--- src/design/dsar_pkg.sv ---
package dsar_pkg;

    localparam int MAX_DIMS_DEF = 3;
    localparam int NUM_SLOTS    = 3;
    localparam int DIM_W        = 2;
    localparam int EXT_W        = 16;
    localparam int ELEM_W       = 16;
    localparam int ADDR_W       = 32;
    localparam int OP_W         = 8;

    localparam logic [OP_W-1:0] OP_ADDR        = 8'h03;
    localparam logic [OP_W-1:0] OP_PLUS_UCONST = 8'h23;

    typedef enum logic [2:0] {
        ST_OK       = 3'd0,
        ST_BAD_OP   = 3'd1,
        ST_PARTIAL  = 3'd2,
        ST_RANGE    = 3'd3,
        ST_TOO_MANY = 3'd4
    } t_status;

    typedef struct packed {
        logic             load;
        logic             mul_en;
        logic [DIM_W-1:0] step;
        logic             term_en;
    } t_lane_ctrl;

    typedef struct packed {
        logic [ADDR_W-1:0] term;
        logic              oor;
    } t_lane_res;

    typedef struct packed {
        logic [OP_W-1:0]                  op_code;
        logic [ADDR_W-1:0]                op_value;
        logic [ELEM_W-1:0]                elem_size;
        logic [DIM_W-1:0]                 declared_dims;
        logic [DIM_W-1:0]                 used_dims;
        logic [NUM_SLOTS-1:0][EXT_W-1:0]  extent;
        logic [NUM_SLOTS-1:0][EXT_W-1:0]  index;
        logic                             last_part;
    } t_part;

endpackage

--- src/design/dsar_lane.sv ---
module dsar_lane #(
    parameter int LANE = 0
) (
    input  logic                                              i_clk,
    input  dsar_pkg::t_lane_ctrl                              i_ctrl,
    input  logic [dsar_pkg::DIM_W-1:0]                        i_decl,
    input  logic [dsar_pkg::DIM_W-1:0]                        i_used,
    input  logic [dsar_pkg::NUM_SLOTS-1:0][dsar_pkg::EXT_W-1:0] i_ext,
    input  logic [dsar_pkg::EXT_W-1:0]                        i_idx,
    output dsar_pkg::t_lane_res                               o_res
);

    localparam int ADDR_W = dsar_pkg::ADDR_W;
    localparam int EXT_W  = dsar_pkg::EXT_W;
    localparam logic [dsar_pkg::DIM_W-1:0] LaneIdx = dsar_pkg::DIM_W'(LANE);

    logic [ADDR_W-1:0]       r_stride;
    logic [ADDR_W-1:0]       r_term;
    logic                    r_oor;
    logic [EXT_W-1:0]        w_opnd;
    logic [ADDR_W+EXT_W-1:0] w_prod;
    logic                    w_active;

    // One shared multiplier: first it builds the stride from the trailing
    // extents, then it scales this lane's index by that stride.
    assign w_opnd   = i_ctrl.term_en ? i_idx : i_ext[i_ctrl.step];
    assign w_prod   = {{EXT_W{1'b0}}, r_stride} * {{ADDR_W{1'b0}}, w_opnd};
    assign w_active = (LaneIdx < i_used);

    always_ff @(posedge i_clk) begin
        if (i_ctrl.load) begin
            r_stride <= ADDR_W'(1);
        end else if (i_ctrl.mul_en && (i_ctrl.step > LaneIdx) && (i_ctrl.step < i_decl)) begin
            r_stride <= w_prod[ADDR_W-1:0];
        end
        if (i_ctrl.term_en) begin
            r_term <= w_active ? w_prod[ADDR_W-1:0] : '0;
            r_oor  <= w_active && (i_idx >= i_ext[LaneIdx]);
        end
    end

    assign o_res.term = r_term;
    assign o_res.oor  = r_oor;

endmodule

--- src/design/dsar_merge.sv ---
module dsar_merge #(
    parameter int MAX_DIMS = dsar_pkg::MAX_DIMS_DEF
) (
    input  logic                                  i_clk,
    input  logic                                  i_rst_n,
    input  logic                                  i_fire,
    input  dsar_pkg::t_part                       i_part,
    input  logic [dsar_pkg::DIM_W-1:0]            i_decl,
    input  dsar_pkg::t_lane_res [MAX_DIMS-1:0]    i_lanes,
    input  logic                                  i_out_ready,
    output logic                                  o_can_take,
    output logic                                  o_out_valid,
    output logic [dsar_pkg::ADDR_W-1:0]           o_address,
    output dsar_pkg::t_status                     o_status
);

    localparam int ADDR_W = dsar_pkg::ADDR_W;
    localparam int ELEM_W = dsar_pkg::ELEM_W;
    localparam logic [dsar_pkg::DIM_W-1:0] MaxDims = dsar_pkg::DIM_W'(MAX_DIMS);

    logic                     r_at_first, n_at_first;
    logic [ADDR_W-1:0]        r_acc, n_acc;
    dsar_pkg::t_status        r_err, n_err;
    logic                     r_out_valid, n_out_valid;
    logic [ADDR_W-1:0]        r_address, n_address;
    dsar_pkg::t_status        r_status, n_status;

    logic [ADDR_W-1:0]        w_sum;
    logic                     w_any_oor;
    logic [ADDR_W+ELEM_W-1:0] w_scaled;
    logic [ADDR_W-1:0]        w_base;
    logic                     w_op_ok;
    dsar_pkg::t_status        w_arr_st;
    dsar_pkg::t_status        w_part_st;

    always_comb begin
        w_sum     = '0;
        w_any_oor = 1'b0;
        for (int d = 0; d < MAX_DIMS; d++) begin
            w_sum     = w_sum + i_lanes[d].term;
            w_any_oor = w_any_oor | i_lanes[d].oor;
        end
    end

    assign w_scaled = {{ELEM_W{1'b0}}, w_sum} * {{ADDR_W{1'b0}}, i_part.elem_size};

    always_comb begin
        w_base  = '0;
        w_op_ok = 1'b0;
        if (r_at_first && (i_part.op_code == dsar_pkg::OP_ADDR)) begin
            w_base  = i_part.op_value;
            w_op_ok = 1'b1;
        end else if (!r_at_first && (i_part.op_code == dsar_pkg::OP_PLUS_UCONST)) begin
            w_base  = r_acc + i_part.op_value;
            w_op_ok = 1'b1;
        end
    end

    always_comb begin
        priority if (i_part.used_dims == '0) begin
            w_arr_st = dsar_pkg::ST_OK;
        end else if ((i_part.used_dims > MaxDims) || (i_part.used_dims > i_decl)) begin
            w_arr_st = dsar_pkg::ST_TOO_MANY;
        end else if (!i_part.last_part && (i_part.used_dims != i_decl)) begin
            w_arr_st = dsar_pkg::ST_PARTIAL;
        end else if (w_any_oor) begin
            w_arr_st = dsar_pkg::ST_RANGE;
        end else begin
            w_arr_st = dsar_pkg::ST_OK;
        end
    end

    assign w_part_st = w_op_ok ? w_arr_st : dsar_pkg::ST_BAD_OP;

    always_comb begin
        n_at_first  = r_at_first;
        n_acc       = r_acc;
        n_err       = r_err;
        n_out_valid = r_out_valid && !i_out_ready;
        n_address   = r_address;
        n_status    = r_status;
        if (i_fire) begin
            n_at_first = 1'b0;
            // Once an error is recorded, the rest of the path is ignored.
            if (r_err == dsar_pkg::ST_OK) begin
                if (w_part_st == dsar_pkg::ST_OK) begin
                    n_acc = w_base + w_scaled[ADDR_W-1:0];
                end else begin
                    n_err = w_part_st;
                end
            end
            if (i_part.last_part) begin
                n_out_valid = 1'b1;
                n_address   = (n_err == dsar_pkg::ST_OK) ? n_acc : '0;
                n_status    = n_err;
                n_at_first  = 1'b1;
                n_acc       = '0;
                n_err       = dsar_pkg::ST_OK;
            end
        end
    end

    always_ff @(posedge i_clk) begin
        if (!i_rst_n) begin
            r_at_first  <= 1'b1;
            r_acc       <= '0;
            r_err       <= dsar_pkg::ST_OK;
            r_out_valid <= 1'b0;
        end else begin
            r_at_first  <= n_at_first;
            r_acc       <= n_acc;
            r_err       <= n_err;
            r_out_valid <= n_out_valid;
        end
    end

    always_ff @(posedge i_clk) begin
        r_address <= n_address;
        r_status  <= n_status;
    end

    assign o_can_take  = !r_out_valid || i_out_ready;
    assign o_out_valid = r_out_valid;
    assign o_address   = r_address;
    assign o_status    = r_status;

endmodule

--- src/design/debug_symbol_address_resolver_core.sv ---
// Channel   | Direction | Payload
// ----------+-----------+-------------------------------------------------
// s_axis    | in        | one path part; tuser op_code, tlast last_part
// m_axis    | out       | resolved address in tdata, status in tuser
//
// A part runs through the accept step, MAX_DIMS - 1 stride
// steps through each lane's shared multiplier, one index scaling step, and
// the merge step that scales by the element size and updates the path state.
// Reset is synchronous and active low; it returns the block to expecting the
// first part of a path. A last part waits in the merge step while the output
// register holds an untaken result; other parts never wait on the output.
module debug_symbol_address_resolver_core #(
    parameter int MAX_DIMS = dsar_pkg::MAX_DIMS_DEF
) (
    input  logic         i_clk,
    input  logic         i_rst_n,
    input  logic         s_axis_tvalid,
    output logic         s_axis_tready,
    // Fields from bit 0: op_value[31:0], elem_size[47:32], declared_dims[49:48],
    // used_dims[51:50], extent0[67:52], extent1[83:68], extent2[99:84],
    // index0[115:100], index1[131:116], index2[147:132], zero fill[151:148].
    input  logic [151:0] s_axis_tdata,
    // Fields from bit 0: op_code[7:0].
    input  logic [7:0]   s_axis_tuser,
    input  logic         s_axis_tlast,
    output logic         m_axis_tvalid,
    input  logic         m_axis_tready,
    // Fields from bit 0: address[31:0].
    output logic [31:0]  m_axis_tdata,
    // Fields from bit 0: status[2:0].
    output logic [2:0]   m_axis_tuser
);

    localparam int DIM_W = dsar_pkg::DIM_W;
    localparam logic [DIM_W-1:0] MaxDims  = DIM_W'(MAX_DIMS);
    localparam logic [DIM_W-1:0] LastStep = DIM_W'(MAX_DIMS - 1);

    typedef enum logic [3:0] {
        S_IDLE   = 4'b0001,
        S_STRIDE = 4'b0010,
        S_TERM   = 4'b0100,
        S_MERGE  = 4'b1000
    } t_state;

    t_state                              r_state, n_state;
    logic [DIM_W-1:0]                    r_step, n_step;
    dsar_pkg::t_part                     r_part;
    logic [DIM_W-1:0]                    w_decl;
    logic                                w_accept;
    logic                                w_can_take;
    logic                                w_fire;
    dsar_pkg::t_lane_ctrl                w_ctrl;
    dsar_pkg::t_lane_res [MAX_DIMS-1:0]  w_lanes;
    dsar_pkg::t_status                   w_status;

    assign s_axis_tready = (r_state == S_IDLE);
    assign w_accept      = s_axis_tvalid && s_axis_tready;
    assign w_fire        = (r_state == S_MERGE) && (!r_part.last_part || w_can_take);
    assign w_decl        = (r_part.declared_dims > MaxDims) ? MaxDims : r_part.declared_dims;

    assign w_ctrl.load    = w_accept;
    assign w_ctrl.mul_en  = (r_state == S_STRIDE);
    assign w_ctrl.step    = r_step;
    assign w_ctrl.term_en = (r_state == S_TERM);

    always_comb begin
        n_state = r_state;
        n_step  = r_step;
        unique case (r_state)
            S_IDLE: begin
                if (w_accept) begin
                    n_state = (MAX_DIMS > 1) ? S_STRIDE : S_TERM;
                    n_step  = DIM_W'(1);
                end
            end
            S_STRIDE: begin
                if (r_step == LastStep) begin
                    n_state = S_TERM;
                end else begin
                    n_step = r_step + DIM_W'(1);
                end
            end
            S_TERM: begin
                n_state = S_MERGE;
            end
            S_MERGE: begin
                if (w_fire) begin
                    n_state = S_IDLE;
                end
            end
            default: begin
                n_state = S_IDLE;
            end
        endcase
    end

    always_ff @(posedge i_clk) begin
        if (!i_rst_n) begin
            r_state <= S_IDLE;
            r_step  <= '0;
        end else begin
            r_state <= n_state;
            r_step  <= n_step;
        end
    end

    always_ff @(posedge i_clk) begin
        if (w_accept) begin
            r_part.op_code       <= s_axis_tuser;
            r_part.op_value      <= s_axis_tdata[31:0];
            r_part.elem_size     <= s_axis_tdata[47:32];
            r_part.declared_dims <= s_axis_tdata[49:48];
            r_part.used_dims     <= s_axis_tdata[51:50];
            r_part.extent[0]     <= s_axis_tdata[67:52];
            r_part.extent[1]     <= s_axis_tdata[83:68];
            r_part.extent[2]     <= s_axis_tdata[99:84];
            r_part.index[0]      <= s_axis_tdata[115:100];
            r_part.index[1]      <= s_axis_tdata[131:116];
            r_part.index[2]      <= s_axis_tdata[147:132];
            r_part.last_part     <= s_axis_tlast;
        end
    end

    for (genvar g = 0; g < MAX_DIMS; g++) begin : g_lane
        dsar_lane #(
            .LANE(g)
        ) u_lane (
            .i_clk  (i_clk),
            .i_ctrl (w_ctrl),
            .i_decl (w_decl),
            .i_used (r_part.used_dims),
            .i_ext  (r_part.extent),
            .i_idx  (r_part.index[g]),
            .o_res  (w_lanes[g])
        );
    end

    dsar_merge #(
        .MAX_DIMS(MAX_DIMS)
    ) u_merge (
        .i_clk       (i_clk),
        .i_rst_n     (i_rst_n),
        .i_fire      (w_fire),
        .i_part      (r_part),
        .i_decl      (w_decl),
        .i_lanes     (w_lanes),
        .i_out_ready (m_axis_tready),
        .o_can_take  (w_can_take),
        .o_out_valid (m_axis_tvalid),
        .o_address   (m_axis_tdata),
        .o_status    (w_status)
    );

    assign m_axis_tuser = w_status;

endmodule

--- config.mk ---
export PLATFORM = sky130hd
export DESIGN_NAME = debug_symbol_address_resolver_core
export DESIGN_NICKNAME = d
export VERILOG_FILES = /design/src/design/dsar_pkg.sv /design/src/design/dsar_lane.sv /design/src/design/dsar_merge.sv /design/src/design/debug_symbol_address_resolver_core.sv
export SDC_FILE = /design/constraint.sdc
export NUM_CORES = 2
export LEC_CHECK = 0
export BUFFER_PORTS_ARGS = -buffer_cell sky130_fd_sc_hd__buf_2
export CAP_MARGIN = 20
export CORE_MARGIN = 2
export CORE_UTILIZATION = 50
export CTS_CLUSTER_DIAMETER = 30
export DETAILED_ROUTE_END_ITERATION = 10
export PLACE_DENSITY_LB_ADDON = 0.25
export SYNTH_ARGS = -nofsm -noshare
export SYNTH_HDL_FRONTEND = slang
export SYNTH_SLANG_ARGS = --single-unit
--- constraint.sdc ---
create_clock -name i_clk -period 9.7 [get_ports i_clk]
set_input_delay 1.94 -clock i_clk [delete_from_list [all_inputs] [get_ports i_clk]]
set_output_delay 1.94 -clock i_clk [all_outputs]
set_load 0.005 [all_outputs]
# == Yosys cells after proc, flatten, opt, wreduce, memory -nomap -nowiden ==
# Cells that the tools add are included.
# W data, S select, Z words.
# classes
addsub,5
n_mul,4
n_lt_le_gt_ge,14
eq_ne,12
muxes,32
bitwise,2
reduce_logical,30
# op_table
op,n
$mux W32,5
$add A32 B32 Y32,4
$mul A32 B16 Y32,4
$mux W16,4
$ge A16 B16 Y1,3
$bmux W16 S2,1
$mux W3,8
$pmux W4 S4,1
$logic_and A1 B1 Y1,15
$mux W4,3
$logic_not A3 Y1,3
$eq A8 B2 Y1 const B,1
$eq A8 B6 Y1 const B,1
$mux W2,4
$gt A2 B2 Y1 const B,3
$reduce_and A3 Y1,2
$mux W1,5
$eq A4 B1 Y1 const B,1
$eq A4 B2 Y1 const B,1
$eq A4 B3 Y1 const B,1
$eq A4 B4 Y1 const B,1
$gt A2 B1 Y1 const B,2
$logic_not A1 Y1,4
$lt A1 B2 Y1 const A,2
other kinds (15),20
# word_totals
reg_bits,430
input_bits,165
output_inout_bits,37
wordCells,128

# == Longest topological paths before layout ==
# depth
word_depth,13
mapped_depth,43
depth_no_buf,42

# == Hierarchy ==
# A second synthesis with hierarchy kept.
# unflattened
hier_cells,7383
hier_area_um2,68388.1
# modules_own_cells
module,n_inst,cells_each,area_per_inst_um2
dsar_merge,1,2165,19244.7
dsar_lane at g_lane[1].u_lane,1,1683,14749.1
dsar_lane at g_lane[0].u_lane,1,1684,14707.9
dsar_lane at g_lane[2].u_lane,1,1655,14635.3
debug_symbol_address_resolver_core,1,196,5051.1

# == Least setup slack after synthesis ==
# Ideal clock, no wire load.
# synth_timing
kind,register -> register
start,register r_state[3]
end,register g_lane[2].u_lane.r_term[31] (data pin)
arrival_ns,10.361
t_required_ns,9.438
setup_slack_ns,-0.923
stages_incl_launch_ff,32
n_path_buf,4
synth_period_minus_slack_ns,10.623
cell_sequence,dfxtp_1 -> nor2_1 -> nand3b_1 -> inv_2 -> clkbuf_1 -> buf_1 -> a21o_1 -> clkbuf_1 -> clkbuf_1 -> nand2_1 -> fa_1 -> inv_1 -> fa_1 -> inv_1 -> fa_1 -> fa_1 -> inv_1 -> fa_1 -> inv_1 -> fa_1 -> inv_1 -> ha_1 -> o21ai_0 -> o32ai_1 -> o31ai_1 -> o31ai_1 -> o41ai_2 -> o211ai_1 -> a21o_1 -> a21oi_1 -> xnor2_1 -> nor2_1
# synth_via
elab_chain_cells,3
# synth_rtl
element,line_no,rtl
"start, declared",debug_symbol_address_resolver_core.sv:45,"t_state r_state, n_state;"
"start signal, assigned",debug_symbol_address_resolver_core.sv:102,r_state <= n_state;
$eq A4 B3 Y1,debug_symbol_address_resolver_core.sv:64,assign w_ctrl.term_en = (r_state == S_TERM);
$mux W16,dsar_lane.sv:26,assign w_opnd = i_ctrl.term_en ? i_idx : i_ext[i_ctrl.step];
$mul A32 B16 Y32,dsar_lane.sv:27,"assign w_prod = {{EXT_W{1'b0}}, r_stride} * {{ADDR_W{1'b0}}, w_opnd};"
"end signal, assigned",dsar_lane.sv:37,r_term <= w_active ? w_prod[ADDR_W-1:0] : '0;
"end, declared",dsar_lane.sv:18,logic [ADDR_W-1:0] r_term;
# Every way passes these cells.
# A chain may end at the register's enable or synchronous reset.

# == Worst setup path after layout ==
# layout_timing
start,register g_lane[0].u_lane.r_term[1]
end,"register u_merge.r_address[31], in the netlist u_merge.o_address[31] (data pin)"
# layout_via
elab_chain_cells,6
# layout_rtl
element,line_no,rtl
"start, declared",dsar_lane.sv:18,
"start signal, assigned",dsar_lane.sv:37,
$add A32 B32 Y32 (2 in a row),dsar_merge.sv:40,w_sum = w_sum + i_lanes[d].term;
$mul A32 B16 Y32,dsar_merge.sv:45,"assign w_scaled = {{ELEM_W{1'b0}}, w_sum} * {{ADDR_W{1'b0}}, i_part.elem_size};"
$add A32 B32 Y32,dsar_merge.sv:87,n_acc = w_base + w_scaled[ADDR_W-1:0];
$mux W32,dsar_merge.sv:86,if (w_part_st == dsar_pkg::ST_OK) begin
$mux W32,dsar_merge.sv:85,if (r_err == dsar_pkg::ST_OK) begin
"end signal, assigned",dsar_merge.sv:118,r_address <= n_address;
"end, declared",dsar_merge.sv:25,"logic [ADDR_W-1:0] r_address, n_address;"
# Every way passes these cells.

==> impl_metrics.py <==
metrics = {
    "setup_path": {
        "arrival_ns": 9.69,
        "critical_path_class": "reg2reg",
        "crit_path_max_incr_delay_ns": 0.54,
        "cp.required_ns": 10.11,
        "crit_start": "g_lane[0].u_lane.r_term[1]",
        "crit_path_start_kind": "register",
        "reg2reg_from": "g_lane[0].u_lane.r_term[1]",
        "cp_max_fo": 10,
        "cpMaxStageDelayCell": "fa_1",
        "cp-end-kind": "register",
        "critPathMostFrequentCell": "fa_1",
    },
    "synthesis": {
        "ys_seq_area_share_pct": 17.5,
        "yosys.area.top_type": "fa_1",
        "yosys_warnings": 0,
        "synth_seq_cells": 430,
        "synth_nets": 8880,
        "async_flop_share_pct": 0,
        "synth.most_common_cell": "inv_1",
        "synth_edf_count": 291,
        "syn_inst": 7057,
        "synthesis.area_um2": 65800,
        "synth.top_cells.by_area": "fa_1, edfxtp_1, inv_1",
        "synthFlopType": "edfxtp_1",
        "synth.avg_cell_area_um2": 9.32,
        "ys_types": 83,
        "synth_common_cells": "inv_1, fa_1, nand2_1, and2_1, ha_1",
        "netlist.area_leader.share_pct": 38.9,
    },
    "sta": {
        "fin_setup_tns_ns": 0,
        "worstMarginPinSlew_ns": 1.08,
        "period_minus_slack_ns": 9.28,
        "slew_headroom_pct": 27.8,
        "setup_violations": 0,
        "slew_viol_final": 0,
        "worst_clock_skew_ns": 0.0283,
        "finalHoldViolations": 0,
        "maxClockFrequency_mhz": 108,
        "timing.hold.ws_ns": 0.488,
        "fin_crit_sh_pct": 95.7,
    },
    "detailed_routing": {
        "vias": 48500,
        "drtIter0Drc": 3282,
        "wl_um": 181000,
        "drcViolationCount": 0,
        "drt-vias-per-instance": 5.38,
        "first_pass_iters": 8,
        "antenna_left": 0,
        "wl_per_cell_um": 20.0,
    },
    "floorplanning": {
        "die_area_um2": 134000,
        "rows": 133,
        "start_util_pct": 50.2,
        "chipWidth_um": 367,
        "core_area_um2": 131000,
        "pin_count": 202,
        "fp.dieH_um": 367,
    },
    "grt": {
        "grt_pass1_wl_um": 289000,
        "grt_use_total_pct": 27.6,
        "antenna_found_initial": 9,
        "overflow": 0,
        "grt_max_degree": 133,
        "grt_pass1_vias": 52000,
    },
    "power_and_ir_drop": {
        "power_mw": 12.8,
        "powerDensity_nw_per_um2": 177,
        "ir_drop_mv": 0.514,
        "power_leakage_nw": 31.4,
    },
    "clocking": {
        "cts_max_level": 3,
        "clkTransAtPathRegs_ns": 0.05,
        "insertion_delay_ns": 0.68,
        "cts.sinks": 430,
        "cts-root-buf": "clkbuf_16",
        "cts_buffers": 84,
        "cts_hold_buffers": 0,
        "cts_tree": "built",
        "clockBufferDepth": 3,
    },
    "place": {
        "dp_hpwl_um": 144000,
        "placedInstanceArea_um2": 69100,
        "io_buffers": 197,
        "gp_congestion": 0.919,
    },
    "finish": {
        "design_area_um2": 72300,
        "drive_above_1_share_pct": 7.95,
        "finalNetCount": 9007,
        "syn_to_final_growth_pct": 9.93,
        "fin_util_pct": 55.2,
    },
    "run": {
        "max_cap_violations": 0,
    },
    "outcome": {
        "status": "completed",
    },
    "min_path": {
        "hp-start": "g_lane[1].u_lane.r_stride[31]",
        "min_path_type": "reg2reg",
    },
}
through the flow:
step / cells / setup WS, ns
floorplan: 7057 / 0.540
global placement: 8845 / 0.114
detailed placement: 8845 / 0.0891
CTS: 9002 / 0.0523
global route: 9017 / -0.00993
finish: 9018 / 0.417
layout make-up:
type / instances / area [µm²]
clock inverter: 65 / 764
sequential: 430 / 11500
timing repair buffer: 372 / 2410
antenna: 8 / 20.0
tap: 1755 / 2200
multi-input combinational: 4899 / 48000
inverter: 1397 / 5260
fill: 11700 / 58700
clock buffer: 92 / 2160
what timing repair did:
action                                 in CTS  in global routing
endpoints found under the hold margin       0                  0
setup endpoints to repair                   0                  8
gates resized for setup                     0                 43
setup buffers                               0                  6
critical path, delay by kind of cell, from the launching register on:
family	cells	cell delay [ns]
fa+ha+maj	10	4.10
compound gates	13	2.31
buf+inv	10	0.92
xor+xnor	4	0.81
simple gates	4	0.56
flops	1	0.32
final timing paths:
check	end	slack (ns)	cells after the start
worst min register to register	g_lane[1].u_lane.r_stride[31]	0.49	2
worst max register to register	u_merge.o_address[31]	0.42	41
worst min-delay path	g_lane[1].u_lane.r_stride[31]	0.49	2
worst max-delay path	u_merge.o_address[31]	0.42	41
cell usage in the layout, fill, tap and decap left out, types with 51 or more instances in the layout:
cell type | netlist | routed
nor2_1 | 288 | 286
buf_2 | 4 | 197
a22oi_1 | 51 | 51
xnor2_1 | 192 | 189
clkbuf_16 | 0 | 84
inv_1 | 1394 | 1392
fa_1 | 1279 | 1276
nand2_1 | 1218 | 1217
o21ai_0 | 92 | 87
and2_1 | 552 | 551
buf_4 | 1 | 166
dfxtp_1 | 139 | 139
a21o_1 | 104 | 104
xor2_1 | 75 | 75
edfxtp_1 | 291 | 291
a21oi_1 | 230 | 225
ha_1 | 379 | 375
power breakdown:
group / total (mW) / internal, mW / switching, mW
Combinational: 7.68 / 3.24 / 4.44
Clock: 2.99 / 1.86 / 1.12
Sequential: 2.15 / 2.06 / 0.0905
logic make-up (layout without fill, tap and decap cells):
| group | count (synthesis) | after routing | share of synthesized area [%] |
|---|---|---|---|
| AO/OA/AOI/OAI | 666 | 666 | 6.57 |
| XOR/XNOR | 270 | 270 | 3.66 |
| adder cells (fa/ha/maj) | 1658 | 1658 | 46.1 |
| buffers and inverters | 1728 | 1926 | 9.87 |
| flip-flops | 430 | 430 | 17.5 |
| multiplexers | 18 | 18 | 0.278 |
| other | 0 | 8 | 0 |
| AND/OR/NAND/NOR | 2287 | 2287 | 16.0 |
sequential cells by signal, indices dropped and copies added (netlist names):
signal,count
u_merge.r_err,3
g_lane.u_lane.r_stride,96
u_merge.r_at_first,1
u_merge.o_out_valid,1
g_lane.u_lane.r_oor,3
r_step,2
u_merge.r_acc,32
g_lane.u_lane.r_term,96
r_part,157
r_state,4
u_merge.o_status,3
u_merge.o_address,32
routing by layer:
layer  global-route usage, %  part of all wire, %  vias to the layer above
li1                        -                    -                    21600
met1                    35.5                   40                    24900
met2                    45.8                   48                     1627
met3                    5.29                  7.0                      330
met4                    11.4                  4.6                        4
met5                       0                0.019                        -
(Power assumes the default switching activity.)
